### config.mk
export PLATFORM = sky130hd
export DESIGN_NAME = grr_mod_unit
export DESIGN_NICKNAME = d
export VERILOG_FILES = /design/src/rtl/grr_pkg.sv /design/src/rtl/grr_mod_unit.sv
export SDC_FILE = /design/constraint.sdc
export NUM_CORES = 1
export LEC_CHECK = 0
export ABC_AREA = 1
export BUFFER_PORTS_ARGS = -buffer_cell sky130_fd_sc_hd__buf_2
export CORE_ASPECT_RATIO = 0.5
export CORE_MARGIN = 10
export CORE_UTILIZATION = 45
export CTS_CLUSTER_DIAMETER = 120
export DETAILED_ROUTE_END_ITERATION = 6
export GPL_TIMING_DRIVEN = 0
export MAX_ROUTING_LAYER = met4
export PLACE_DENSITY = 0.73
export SETUP_SLACK_MARGIN = 0.05
export SLEW_MARGIN = 20
export SYNTH_ARGS = -nofsm -noshare
export SYNTH_HDL_FRONTEND = slang
export SYNTH_SLANG_ARGS = --single-unit
export TNS_END_PERCENT = 100
### constraint.sdc
create_clock -name clk -period 8.5 [get_ports clk]
set_input_delay 0.85 -clock clk [delete_from_list [all_inputs] [get_ports clk]]
set_output_delay 0.85 -clock clk [all_outputs]
set_load 0.1 [all_outputs]
### src/rtl/grr_pkg.sv
package grr_pkg;

  // Field and register widths
  localparam int ROW_IDX_W   = 6;
  localparam int COL_IDX_W   = 6;
  localparam int CELL_W      = 16;
  localparam int COUNT_W     = 7;
  localparam int SHIFT_W     = 30;
  localparam int CFG_INDEX_W = 2;
  localparam int CFG_DATA_W  = 30;

  // Dividend bits retired per remainder step
  localparam int DIGIT_W = 4;

  // Default sizes
  localparam int DEF_MAX_ROWS    = 64;
  localparam int DEF_MAX_COLS    = 64;
  localparam int DEF_VALUE_WIDTH = 16;

  // Register reset values
  localparam logic [COUNT_W-1:0] ROW_COUNT_RESET    = 7'd64;
  localparam logic [COUNT_W-1:0] COLUMN_COUNT_RESET = 7'd64;
  localparam logic [SHIFT_W-1:0] SHIFT_RESET        = '0;

  typedef enum logic {
    OP_WRITE = 1'b0,
    OP_READ  = 1'b1
  } opcode_t;

  typedef enum logic [CFG_INDEX_W-1:0] {
    REG_ROW_COUNT    = 2'd0,
    REG_COLUMN_COUNT = 2'd1,
    REG_SHIFT_AMOUNT = 2'd2
  } reg_index_t;

  typedef enum logic [3:0] {
    ST_IDLE,
    ST_GEO1,
    ST_GEO2,
    ST_GEO3,
    ST_GEO4,
    ST_MODS,
    ST_MODW,
    ST_SRC,
    ST_MAP,
    ST_READ,
    ST_RESP
  } state_t;

endpackage

### src/rtl/grr_mod_unit.sv
module grr_mod_unit import grr_pkg::*; #(
  parameter int DIV_W = 9
) (
  input  logic               clk,
  input  logic               rst,
  input  logic               start,
  input  logic [SHIFT_W-1:0] dividend,
  input  logic [DIV_W-1:0]   divisor,
  output logic               done,
  output logic [DIV_W-1:0]   rem
);

  localparam int STEPS = (SHIFT_W + DIGIT_W - 1) / DIGIT_W;
  localparam int PAD_W = STEPS * DIGIT_W;
  localparam int CNT_W = (STEPS > 1) ? $clog2(STEPS) : 1;

  logic              busy;
  logic [CNT_W-1:0]  cnt;
  logic [PAD_W-1:0]  bits;
  logic [DIV_W-1:0]  div;
  logic [DIV_W-1:0]  rem_next;

  // Restoring remainder: per step, shift in DIGIT_W dividend bits one at a time, subtracting when it fits
  always_comb begin
    logic [DIV_W:0] acc;
    acc = {1'b0, rem};
    for (int i = 0; i < DIGIT_W; i++) begin
      acc = {acc[DIV_W-1:0], bits[PAD_W-1-i]};
      if (acc >= {1'b0, div}) begin
        acc = acc - {1'b0, div};
      end
    end
    rem_next = acc[DIV_W-1:0];
  end

  // Step control
  always_ff @(posedge clk) begin
    if (rst) begin
      busy <= 1'b0;
      done <= 1'b0;
      cnt  <= '0;
    end else begin
      done <= 1'b0;
      if (start) begin
        busy <= 1'b1;
        cnt  <= CNT_W'(STEPS - 1);
      end else if (busy) begin
        if (cnt == '0) begin
          busy <= 1'b0;
          done <= 1'b1;
        end else begin
          cnt <= cnt - CNT_W'(1);
        end
      end
    end
  end

  // Operands and partial remainder
  always_ff @(posedge clk) begin
    if (start) begin
      bits <= PAD_W'(dividend);
      div  <= divisor;
      rem  <= '0;
    end else if (busy) begin
      bits <= bits << DIGIT_W;
      rem  <= rem_next;
    end
  end

  a_last_step_done: assert property (@(posedge clk) disable iff (rst)
    busy && !start && cnt == '0 |=> done && !busy)
    else $error("remainder unit missed its done pulse");

  a_done_idle: assert property (@(posedge clk) disable iff (rst)
    done |-> !busy)
    else $error("remainder unit done while still stepping");

  a_rem_bound: assert property (@(posedge clk) disable iff (rst)
    busy && $past(busy) |-> rem < div)
    else $error("partial remainder not below divisor");

endmodule
Word level (Yosys, flattened, before mapping)
Cells that the tools add are included. W data, S select, Z words.

Logic and storage cells: 35. Output and inout port bits: 10. Input bits: 42. Register bits: 55.

Reduce and logical (&&, ||, !) cells: 4. Bitwise operators: 1. $add $sub $neg: 5. Muxes and demuxes: 13. Equal/unequal tests: 1. $lt $le $gt $ge: 4.

Operators with widths (number): $mux W30 (2); $ge A10 B9 Y1 (4); $mux W9 (4); $sub A9 B9 Y9 (4); $mux W3 (3); $mux W1 (4); $logic_not A3 Y1 (1); $reduce_or A3 Y1 (1); $sub A3 B1 Y3 const B (1); $ne A2 B2 Y1 const B (1); $reduce_and A2 Y1 (1); $reduce_bool A2 Y1 (1); $not A1 Y1 (1).

Depth between registers and ports, before layout
Gate-level depths: netlist of run 1.

Word-level depth: 8. Mapped depth: 51. Gate-level depth less buffers: 49.

Worst setup path before layout of run 1
OpenSTA, ideal clock, no wires.

Path kind: register to register. Start point: register rem[2]. End point: register rem[7]. Stages on the path, launching flop included: 46. Slack: 1523 ps. Clock period less this slack: 6977 ps. Data arrival time: 6861 ps. Setup time: 116 ps. Cells stage by stage: dfxtp_1 ha_1 buf_2 nand2_1 nand2_1 nand2_1 nand3_2 nand2_2 nand2_4 o21ai_0 inv_1 fa_1 inv_1 nand3_1 nand2_1 nand2_1 nand2_1 a21oi_2 (+10 left out) a21oi_2 nand2_4 nor2_8 nand2_1 nand2_1 inv_1 ha_1 nand2_1 nand2_1 a31oi_1 nor2_1 nor3_1 o21a_1 inv_1 a21oi_4 nand3_1 nand3_1 nand2_1.

Cells in the longest elaborated chain, start to end: 8. Elaborated cells between the ends (all ways): 12.

RTL lines: from (decl) (RTL line grr_mod_unit.sv:10) `output logic [DIV_W-1:0] rem`; from (signal assigned) (RTL line grr_mod_unit.sv:66) `rem <= rem_next;`; $sub A9 B9 Y9 or $ge A10 B9 Y1 (tied branches) (RTL line grr_mod_unit.sv:30, grr_mod_unit.sv:29); $mux W9 * (RTL line grr_mod_unit.sv:29) `if (acc >= {1'b0, div}) begin`; $sub A9 B9 Y9 or $ge A10 B9 Y1 (tied branches) (RTL line grr_mod_unit.sv:30, grr_mod_unit.sv:29); $mux W9 * (RTL line grr_mod_unit.sv:29); $sub A9 B9 Y9 or $ge A10 B9 Y1 (tied branches) (RTL line grr_mod_unit.sv:30, grr_mod_unit.sv:29); $mux W9 * (RTL line grr_mod_unit.sv:29); $sub A9 B9 Y9 or $ge A10 B9 Y1 (tied branches) (RTL line grr_mod_unit.sv:30, grr_mod_unit.sv:29); $mux W9 * (RTL line grr_mod_unit.sv:29).

Every way passes the cells marked *; elsewhere a longest branch is shown, timed or not. A chain may end at the register's enable or synchronous reset.

Worst setup path after layout of run 1
Start point: register div[1]. End point: register rem[6].

Cells in the longest elaborated chain, start to end: 8. Elaborated cells between the ends (all ways): 12.

RTL lines: from (decl) (RTL line grr_mod_unit.sv:20) `logic [DIV_W-1:0] div;`; from (signal assigned) (RTL line grr_mod_unit.sv:62) `div <= divisor;`; $sub A9 B9 Y9 or $ge A10 B9 Y1 (tied branches) (RTL line grr_mod_unit.sv:30, grr_mod_unit.sv:29); $mux W9 (RTL line grr_mod_unit.sv:29); $sub A9 B9 Y9 or $ge A10 B9 Y1 (tied branches) (RTL line grr_mod_unit.sv:30, grr_mod_unit.sv:29); $mux W9 (RTL line grr_mod_unit.sv:29); $sub A9 B9 Y9 or $ge A10 B9 Y1 (tied branches) (RTL line grr_mod_unit.sv:30, grr_mod_unit.sv:29); $mux W9 (RTL line grr_mod_unit.sv:29); $sub A9 B9 Y9 or $ge A10 B9 Y1 (tied branches) (RTL line grr_mod_unit.sv:30, grr_mod_unit.sv:29); $mux W9 * (RTL line grr_mod_unit.sv:29).

Marks and branches as above.

==> results of run 1 <==
-- worst max-delay path: cells and delay by family, from the launching register on --
kind,cells,cell delay [ns]
simple gates,22,2.43
compound gates,10,2.11
fa+ha+maj,4,1.58
buf+inv,7,0.97
flops,1,0.44
-- logic make-up (layout without fill, tap and decap cells) --
| logic type | Yosys count | in the layout |
|---|---|---|
| buffers and inverters | 98 | 157 |
| XOR/XNOR | 23 | 23 |
| adder cells (fa/ha/maj) | 42 | 42 |
| AND/OR/NAND/NOR | 314 | 314 |
| flip-flops | 55 | 55 |
| AO/OA/AOI/OAI | 52 | 52 |
-- state kept, by name (all words and copies together), names as in the netlist --
register	count
div	9
rem	9
done	1
bits	32
cnt	3
busy	1
-- cells in the mapped netlist (2+ instances only) --
library cell	count	area, um2
nand2_1	222	833.3
inv_1	83	311.6
edfxtp_1	39	1171
ha_1	38	475.5
nand3_1	36	180.2
nor2_1	17	63.81
dfxtp_1	16	320.3
a21oi_1	15	75.07
o21ai_0	14	70.07
xor2_1	14	122.6
nor3_1	10	50.05
xnor2_1	9	78.83
nand4_1	8	50.05
clkbuf_1	6	22.52
nand2_2	6	37.54
a31oi_1	5	31.28
inv_2	5	18.77
o21ai_1	5	25.02
fa_1	4	80.08
a21oi_2	3	26.28
buf_2	3	15.01
nand2_4	3	33.78
nand3_4	3	52.55
a21o_1	2	15.01
nand3_2	2	20.02
nor2_2	2	12.51
o21bai_1	2	15.01
-- final timing paths --
| check | from | depth (start not counted) | slack [ns] | endpoint |
|---|---|---|---|---|
| setup / recovery | div[1] | 43 | 0.87 | rem[6] |
| hold / removal | bits[26] | 2 | 0.46 | bits[30] |
| setup reg to reg | div[1] | 43 | 0.87 | rem[6] |
| hold reg to reg | bits[26] | 2 | 0.46 | bits[30] |
-- area by class of cell --
type                       count  share of cell area
buffer                        10            0.008393
clock buffer                   6             0.03052
clock inverter                 2            0.003306
inverter                      88             0.06714
multi-input combinational    431              0.5013
sequential                    55              0.3032
tap                          135             0.03433
timing repair buffer          51             0.05188
-- layer usage --
layer | GRT usage | vias up
met2 | 0.2682 | 91
met5 | - | -
met4 | 0.04553 | 0
li1 | - | 1994
met3 | 0.02022 | 10
met1 | 0.1906 | 1741
-- stage by stage --
| stage | instances | cell area [um2] | worst slack [ns] |
|---|---|---|---|
| after floorplan | 584 | 4329 | 1.523 |
| after global placement | 770 | 4753 | 1.038 |
| after detailed placement | 770 | 4753 | 0.9300 |
| after CTS | 778 | 4920 | 0.8985 |
| after global routing | 778 | 4920 | 0.1092 |
| final | 778 | 4920 | 0.8663 |
==> reports/results.ini, run 1 <==
[logic_synthesis]
synth_edf_count = 39
synth-seq-cells = 55
syn_area_um2 = 4329
postSynthNetCount = 668
synth_top_family_by_area = simple AND/OR/NAND/NOR gates
syn_area_per_cell_um2 = 7.413
ys.flop_type = edfxtp_1
seq_area_frac_synth = 0.3445
synth_compound_area_frac = 0.07283
synth.distinct_cells = 39
yosysWarnings = 0
synth_xor_area_frac = 0.04653
synthSimpleGateAreaFrac = 0.3220
ys_async_sr_fraction = 0
synthAdderAreaFrac = 0.1283
synthMuxAreaShare = 0
synth_cells = 584

[worst_setup_path]
critPathMaxFanout = 10
crit_path_end_kind = flip-flop
crit_arrival_ns = 7.81
required_ns = 8.68
crit_path_top_delay_cell = fa_1
start_kind = flip-flop
critPathMaxStageDelay_ns = 0.45
cpMostUsedCell = nand2_1
criticalPathCategory = flip-flop to flip-flop

[layout]
drive_above_1_share = 0.1431
final_cell_mix = nand2_1 (222), inv_1 (82), buf_2 (54)
final_common_cell = nand2_1
synthToLayoutAreaGrowth_pct = 13.64
final_util = 0.5225
final_nets = 726
register_area_um2 = 1491
n_antenna_cell = 0
multi_input_area_um2 = 2466
fillers = 924

[floorplan]
chipHeight_um = 89.36
fp.dieW_um = 158.7
core.rowCount = 25
initial_core_util = 0.4598
core_um2 = 9415
dieArea_um2 = 14180
io_pins = 52

[sta]
min_period_over_period = 0.8981
finalSetupViolCount = 0
tightest_slew_ns = 0.7086
fmax_mhz = 131.0
hold_viol = 0
final.min_clock_period_ns = 7.634
drv_slew = 0
slew_headroom = 0.5258
setup_tns_ns = 0
fin_skew_ns = 0.004970
rsz0062_at_grt = false
worst_hold_slack_ns = 0.4571

[cts]
clock_latency_ns = 0.29
cts_sinks = 55
clk_path_buf_depth = 2
root_buffer = clkbuf_16
path_clk_slew_ns = 0.07
cts_resized = 0
cts_tree = done
cts.htree.levels = 2
post_cts_buffers = 0
cts_inserted_buffers = 5
ctsHoldBuffers = 0

[global_routing]
overflow = 0
grt_usage = 0.1558
grt_pass1_wl_um = 17680
grt_pass1_vias = 3727
grt_start_max_net_pins = 34
antenna_found_initial = 0

[job]
timing.max_cap.violations = 0

[status]
status = finished clean

[detailed_routing]
met1_length_um = 5129
vias_per_cell = 4.931
initialDrtViolationCount = 174
route.detailed.drc = 0
wl_per_cell_um = 13.52
vias = 3836
drt-total-wl_um = 10520
route.met3.wl_um = 428
ant_nets = 0
wl_met2_um = 4844
drt-pass1-iter-count = 4
top_layer_used = met4

[worst_hold_path]
min_path_type = flip-flop to flip-flop

[placement]
io_buffers = 51
hpwl_um = 8331
place_congestion = 0.9064

Power of run 1 is not shown: default switching activity piles up to over one toggle a cycle in this logic, so the estimate is an artifact.
==> run 2: changes to the inputs <==
--- a/config.mk
+++ b/config.mk
@@ -7,7 +7,6 @@
 export LEC_CHECK = 0
 export ABC_AREA = 1
 export BUFFER_PORTS_ARGS = -buffer_cell sky130_fd_sc_hd__buf_2
-export CORE_ASPECT_RATIO = 0.5
 export CORE_MARGIN = 10
 export CORE_UTILIZATION = 45
 export CTS_CLUSTER_DIAMETER = 120
==> reports/results.ini, run 2 (synthesis gave the netlist of run 1 again) <==
[floorplan]
fp.dieW_um = 118.1
dieArea_um2 = 13940
core_um2 = 9284
core.rowCount = 35
initial_core_util = 0.4663
chipHeight_um = 118.1
io_pins = 52

[cts]
cts_tree = done
cts_resized = 0
ctsHoldBuffers = 0
cts.htree.levels = 2
cts_inserted_buffers = 5
cts_sinks = 55
path_clk_slew_ns = 0.11
clock_latency_ns = 0.31
post_cts_buffers = 0
clk_path_buf_depth = 2
root_buffer = clkbuf_8

[status]
status = finished clean

[layout]
final_cell_mix = nand2_1 (222), inv_1 (82), buf_2 (54)
top_regs = bits x32, div x9, rem x9
n_antenna_cell = 0
final_common_cell = nand2_1
drive_above_1_share = 0.1431
largest-register = bits
synthToLayoutAreaGrowth_pct = 11.82
largest_register_ffs = 32
final_nets = 726

[worst_setup_path]
crit_arrival_ns = 7.81
crit_path_end_kind = flip-flop
start_kind = flip-flop
criticalPathCategory = flip-flop to flip-flop
critPathMaxFanout = 10
required_ns = 8.71
cpMostUsedCell = nand2_1
crit_path_top_delay_cell = edfxtp_1
critPathMaxStageDelay_ns = 0.45

[global_routing]
overflow = 0
antenna_found_initial = 0
grt_pass1_wl_um = 17210
grt_usage = 0.1500
grt_pass1_vias = 3752
grt_start_max_net_pins = 34

[sta]
fin_skew_ns = 0.009125
setup_tns_ns = 0
drv_slew = 0
finalSetupViolCount = 0
min_period_over_period = 0.8933
final.min_clock_period_ns = 7.593
tightest_slew_ns = 0.6778
slew_headroom = 0.5475
hold_viol = 0
rsz0062_at_grt = false
fmax_mhz = 131.7

[detailed_routing]
wl_per_cell_um = 13.40
vias_per_cell = 4.952
ant_nets = 0
vias = 3823
drt-pass1-iter-count = 4
route.detailed.drc = 0
drt-total-wl_um = 10350
initialDrtViolationCount = 196

[job]
timing.max_cap.violations = 0

[placement]
hpwl_um = 8412
io_buffers = 51
place_congestion = 0.9656

[worst_hold_path]
min_path_type = flip-flop to flip-flop

-- run 2: routing by layer --
metal	global-route usage	share of wire	up-vias
li1	-	-	2003
met1	0.1811	0.47	1707
met2	0.2507	0.48	97
met3	0.02014	0.036	16
met4	0.05100	0.022	0
met5	-	0	-
-- run 2: cell type report --
cell class	count	area, um2
Timing Repair Buffer	51	255.2
Tap cell	129	161.4
Fill cell	956	4443
Clock buffer	5	68.82
Sequential cell	55	1491
Clock inverter	3	26.28
Buffer	10	41.29
Inverter	88	330.3
Multi-Input combinational cell	431	2466
-- run 2: final timing paths --
check           start  endpoint  slack, ns  cells after the start
min          bits[27]  bits[31]       0.45                      2
max            div[1]    rem[3]       0.91                     43
max reg2reg    div[1]    rem[3]       0.91                     43
min reg2reg  bits[27]  bits[31]       0.45                      2
-- run 2: critical path: cells and delay by family (launching register included) --
family	cells	cell delay [ns]
AND/OR/NAND/NOR	22	2.32
buffers and inverters	7	0.99
flip-flops	1	0.45
adder cells (fa/ha/maj)	4	1.57
AO/OA/AOI/OAI	10	2.18
-- run 2: per-stage QoR --
stage                     hold slack (ns)  worst slack (ns)  instances    util  instance area [um2]
after floorplan                    0.4215             1.523        584       -                 4329
after global placement             0.4321            0.9981        764  0.5112                 4746
final                              0.4495            0.9070        772  0.5214                 4841
after detailed placement           0.4351            0.8837        764  0.5112                 4746
after global routing               0.4851            0.1447        772  0.5214                 4841
after CTS                          0.4558            0.8587        772  0.5214                 4841
Power of run 2 is left out for the same reason.
==> run 3: changes to the inputs <==
--- a/config.mk
+++ b/config.mk
@@ -5,7 +5,7 @@
 export SDC_FILE = /design/constraint.sdc
 export NUM_CORES = 1
 export LEC_CHECK = 0
-export ABC_AREA = 1
+export ABC_AREA = 0
 export BUFFER_PORTS_ARGS = -buffer_cell sky130_fd_sc_hd__buf_2
 export CORE_MARGIN = 10
 export CORE_UTILIZATION = 45
@@ -13,7 +13,7 @@
 export DETAILED_ROUTE_END_ITERATION = 6
 export GPL_TIMING_DRIVEN = 0
 export MAX_ROUTING_LAYER = met4
-export PLACE_DENSITY = 0.73
+export PLACE_DENSITY = 0.74
 export SETUP_SLACK_MARGIN = 0.05
 export SLEW_MARGIN = 20
 export SYNTH_ARGS = -nofsm -noshare
==> reports/results.ini, run 3 <==
[global_routing]
grt_usage = 0.1627
grt_pass1_vias = 3417
use_met3 = 0.02791
use_met1 = 0.2015
overflow = 0
grt_start_max_net_pins = 31
antenna_found_initial = 0
grtUsageMet2 = 0.2647
gr-max-usage-layer = met2
grt_pass1_wl_um = 16880

[detailed_routing]
initialDrtViolationCount = 196
route.detailed.drc = 0
drt-pass1-iter-count = 4
vias = 3356
wl_per_cell_um = 18.02
drt-total-wl_um = 10580
ant_nets = 0
vias_per_cell = 5.717

[floorplan]
fp.dieW_um = 115.5
dieArea_um2 = 13350
core_um2 = 8806
core.rowCount = 34
initial_core_util = 0.4665
io_pins = 52
chipHeight_um = 115.5

[worst_setup_path]
criticalPathCategory = flip-flop to flip-flop
critPathMaxFanout = 10
critPathMaxStageDelay_ns = 0.45
start_kind = flip-flop
rrSetupSlack_ns = 0.47
r2r-end = rem[0]
crit_path_end_kind = flip-flop
crit_path_top_delay_cell = ha_2
crit_arrival_ns = 8.27
r2r_start = div[2]
required_ns = 8.74
r2r_cells = 36

[logic_synthesis]
syn_area_um2 = 4108
yosysMostFrequentCell = edfxtp_1
synth_common_cells = edfxtp_1 (39), ha_1 (38), a21oi_1 (33), inv_1 (33), mux2_2 (33)
postSynthNetCount = 494
synth_edf_count = 39
ys.flop_type = edfxtp_1
yosysWarnings = 0
synth-seq-cells = 55
seq_area_frac_synth = 0.3631
synth.distinct_cells = 56
syn_area_per_cell_um2 = 10.02
yosysTopAreaCell = edfxtp_1
synth_top_area_frac = 0.2851
synthTopCellsByArea = edfxtp_1 (29%), ha_1 (12%), mux2_2 (9.0%)
synth_cells = 410
ys_async_sr_fraction = 0

[sta]
tightest_slew_ns = 0.6792
drv_slew = 0
timing.final.ws_setup_ns = 0.4709
final.min_clock_period_ns = 8.029
min_period_over_period = 0.9446
fmax_mhz = 124.5
setup_tns_ns = 0
slew_headroom = 0.5456
fin_skew_ns = 0.008101
finalSetupViolCount = 0
hold_viol = 0

[status]
status = finished clean

[layout]
final_cell_mix = buf_2 (51), edfxtp_1 (39), ha_1 (34)
synthToLayoutAreaGrowth_pct = 18.06
final_nets = 562
final_common_cell = buf_2
largest_register_ffs = 32
instances_no_fill = 587
top_regs = bits x32, div x9, rem x9
drive_above_1_share = 0.2985
n_antenna_cell = 0
largest-register = bits
final_util = 0.5507

[placement]
hpwl_um = 8145
place_ws_ns = -0.9800
io_buffers = 51
dp_cells = 569
place_congestion = 0.9342

[cts]
cts_sinks = 55
cts.htree.levels = 2
cts_inserted_buffers = 5
path_clk_slew_ns = 0.10
cts_tree = done
clk_path_buf_depth = 2
clock_latency_ns = 0.31
root_buffer = clkbuf_8

[worst_hold_path]
hp-start = bits[30]
min_path_type = flip-flop to flip-flop
worstHoldEndpoint = bits[30]
min_path_cells = 2

[job]
timing.max_cap.violations = 0

## run 3: cell count changes after synthesis, moves of 14 or more
cell	before	now
a21oi_1	15	33
inv_1	83	33
mux2_2	0	33
mux2i_1	0	14
nand2_1	222	23
nand3_1	36	6
nor2_1	17	31
## run 3: layout make-up
cell class                 count  area [um2]
buffer                        10       60.06
clock buffer                   5       68.82
clock inverter                 3       22.52
fill                         770        3956
inverter                      34       131.4
multi-input combinational    311        2610
sequential                    55        1491
tap                          108       135.1
timing repair buffer          61       330.3
## run 3: routing by layer
metal | part of all wire | up-vias
li1 | - | 1640
met1 | 0.44 | 1594
met2 | 0.49 | 107
met3 | 0.056 | 15
met4 | 0.018 | 0
met5 | 0 | -
## run 3: worst max path at each step
stage | to | slack, ns | start | cells after the start
after global placement | rem[0] | -0.99 | div[0] | 35
after global routing | rem[0] | -0.008 | div[0] | 36
after floorplan | rem[0] | 0.05 | rem[0] | 34
after detailed placement | rem[0] | -0.98 | div[0] | 35
final | rem[0] | 0.47 | div[2] | 36
after CTS | rem[0] | 0.05 | div[1] | 35
## run 3: repair_timing
item,in CTS,in global routing
pin swaps,1,7
resized for setup,9,35
gates cloned,0,0
endpoints found under the setup margin,9,9
hold buffers,0,0
buffers inserted,4,6
## run 3: logic make-up (layout without fill, tap and decap cells)
group / count (synthesis) / in the layout / share of synthesized area
and+or+nand+nor: 95 / 95 / 0.1115
AOI/OAI and AO/OA: 103 / 103 / 0.1706
xor gates and xnor gates: 24 / 24 / 0.05117
DFF: 55 / 55 / 0.3631
buffers and inverters: 44 / 113 / 0.04386
adders and majority gates: 42 / 42 / 0.1352
muxes: 47 / 47 / 0.1246
## run 3: worst max-delay path, delay by kind of cell (launching register included)
kind / cells / cell delay [ns]
AOI/OAI and AO/OA: 14 / 3.18
adders and majority gates: 4 / 1.37
and+or+nand+nor: 10 / 1.31
muxes: 3 / 1.01
buffers and inverters: 5 / 0.76
DFF: 1 / 0.33
## run 3: through the flow
stage,hold slack (ns),instance area [um2]
after floorplan,0.4563,4108
after global placement,0.4703,4498
after detailed placement,0.4874,4501
after CTS,0.5124,4652
after global routing,0.5712,4850
final,0.5113,4850
Power of run 3 is left out for the same reason.
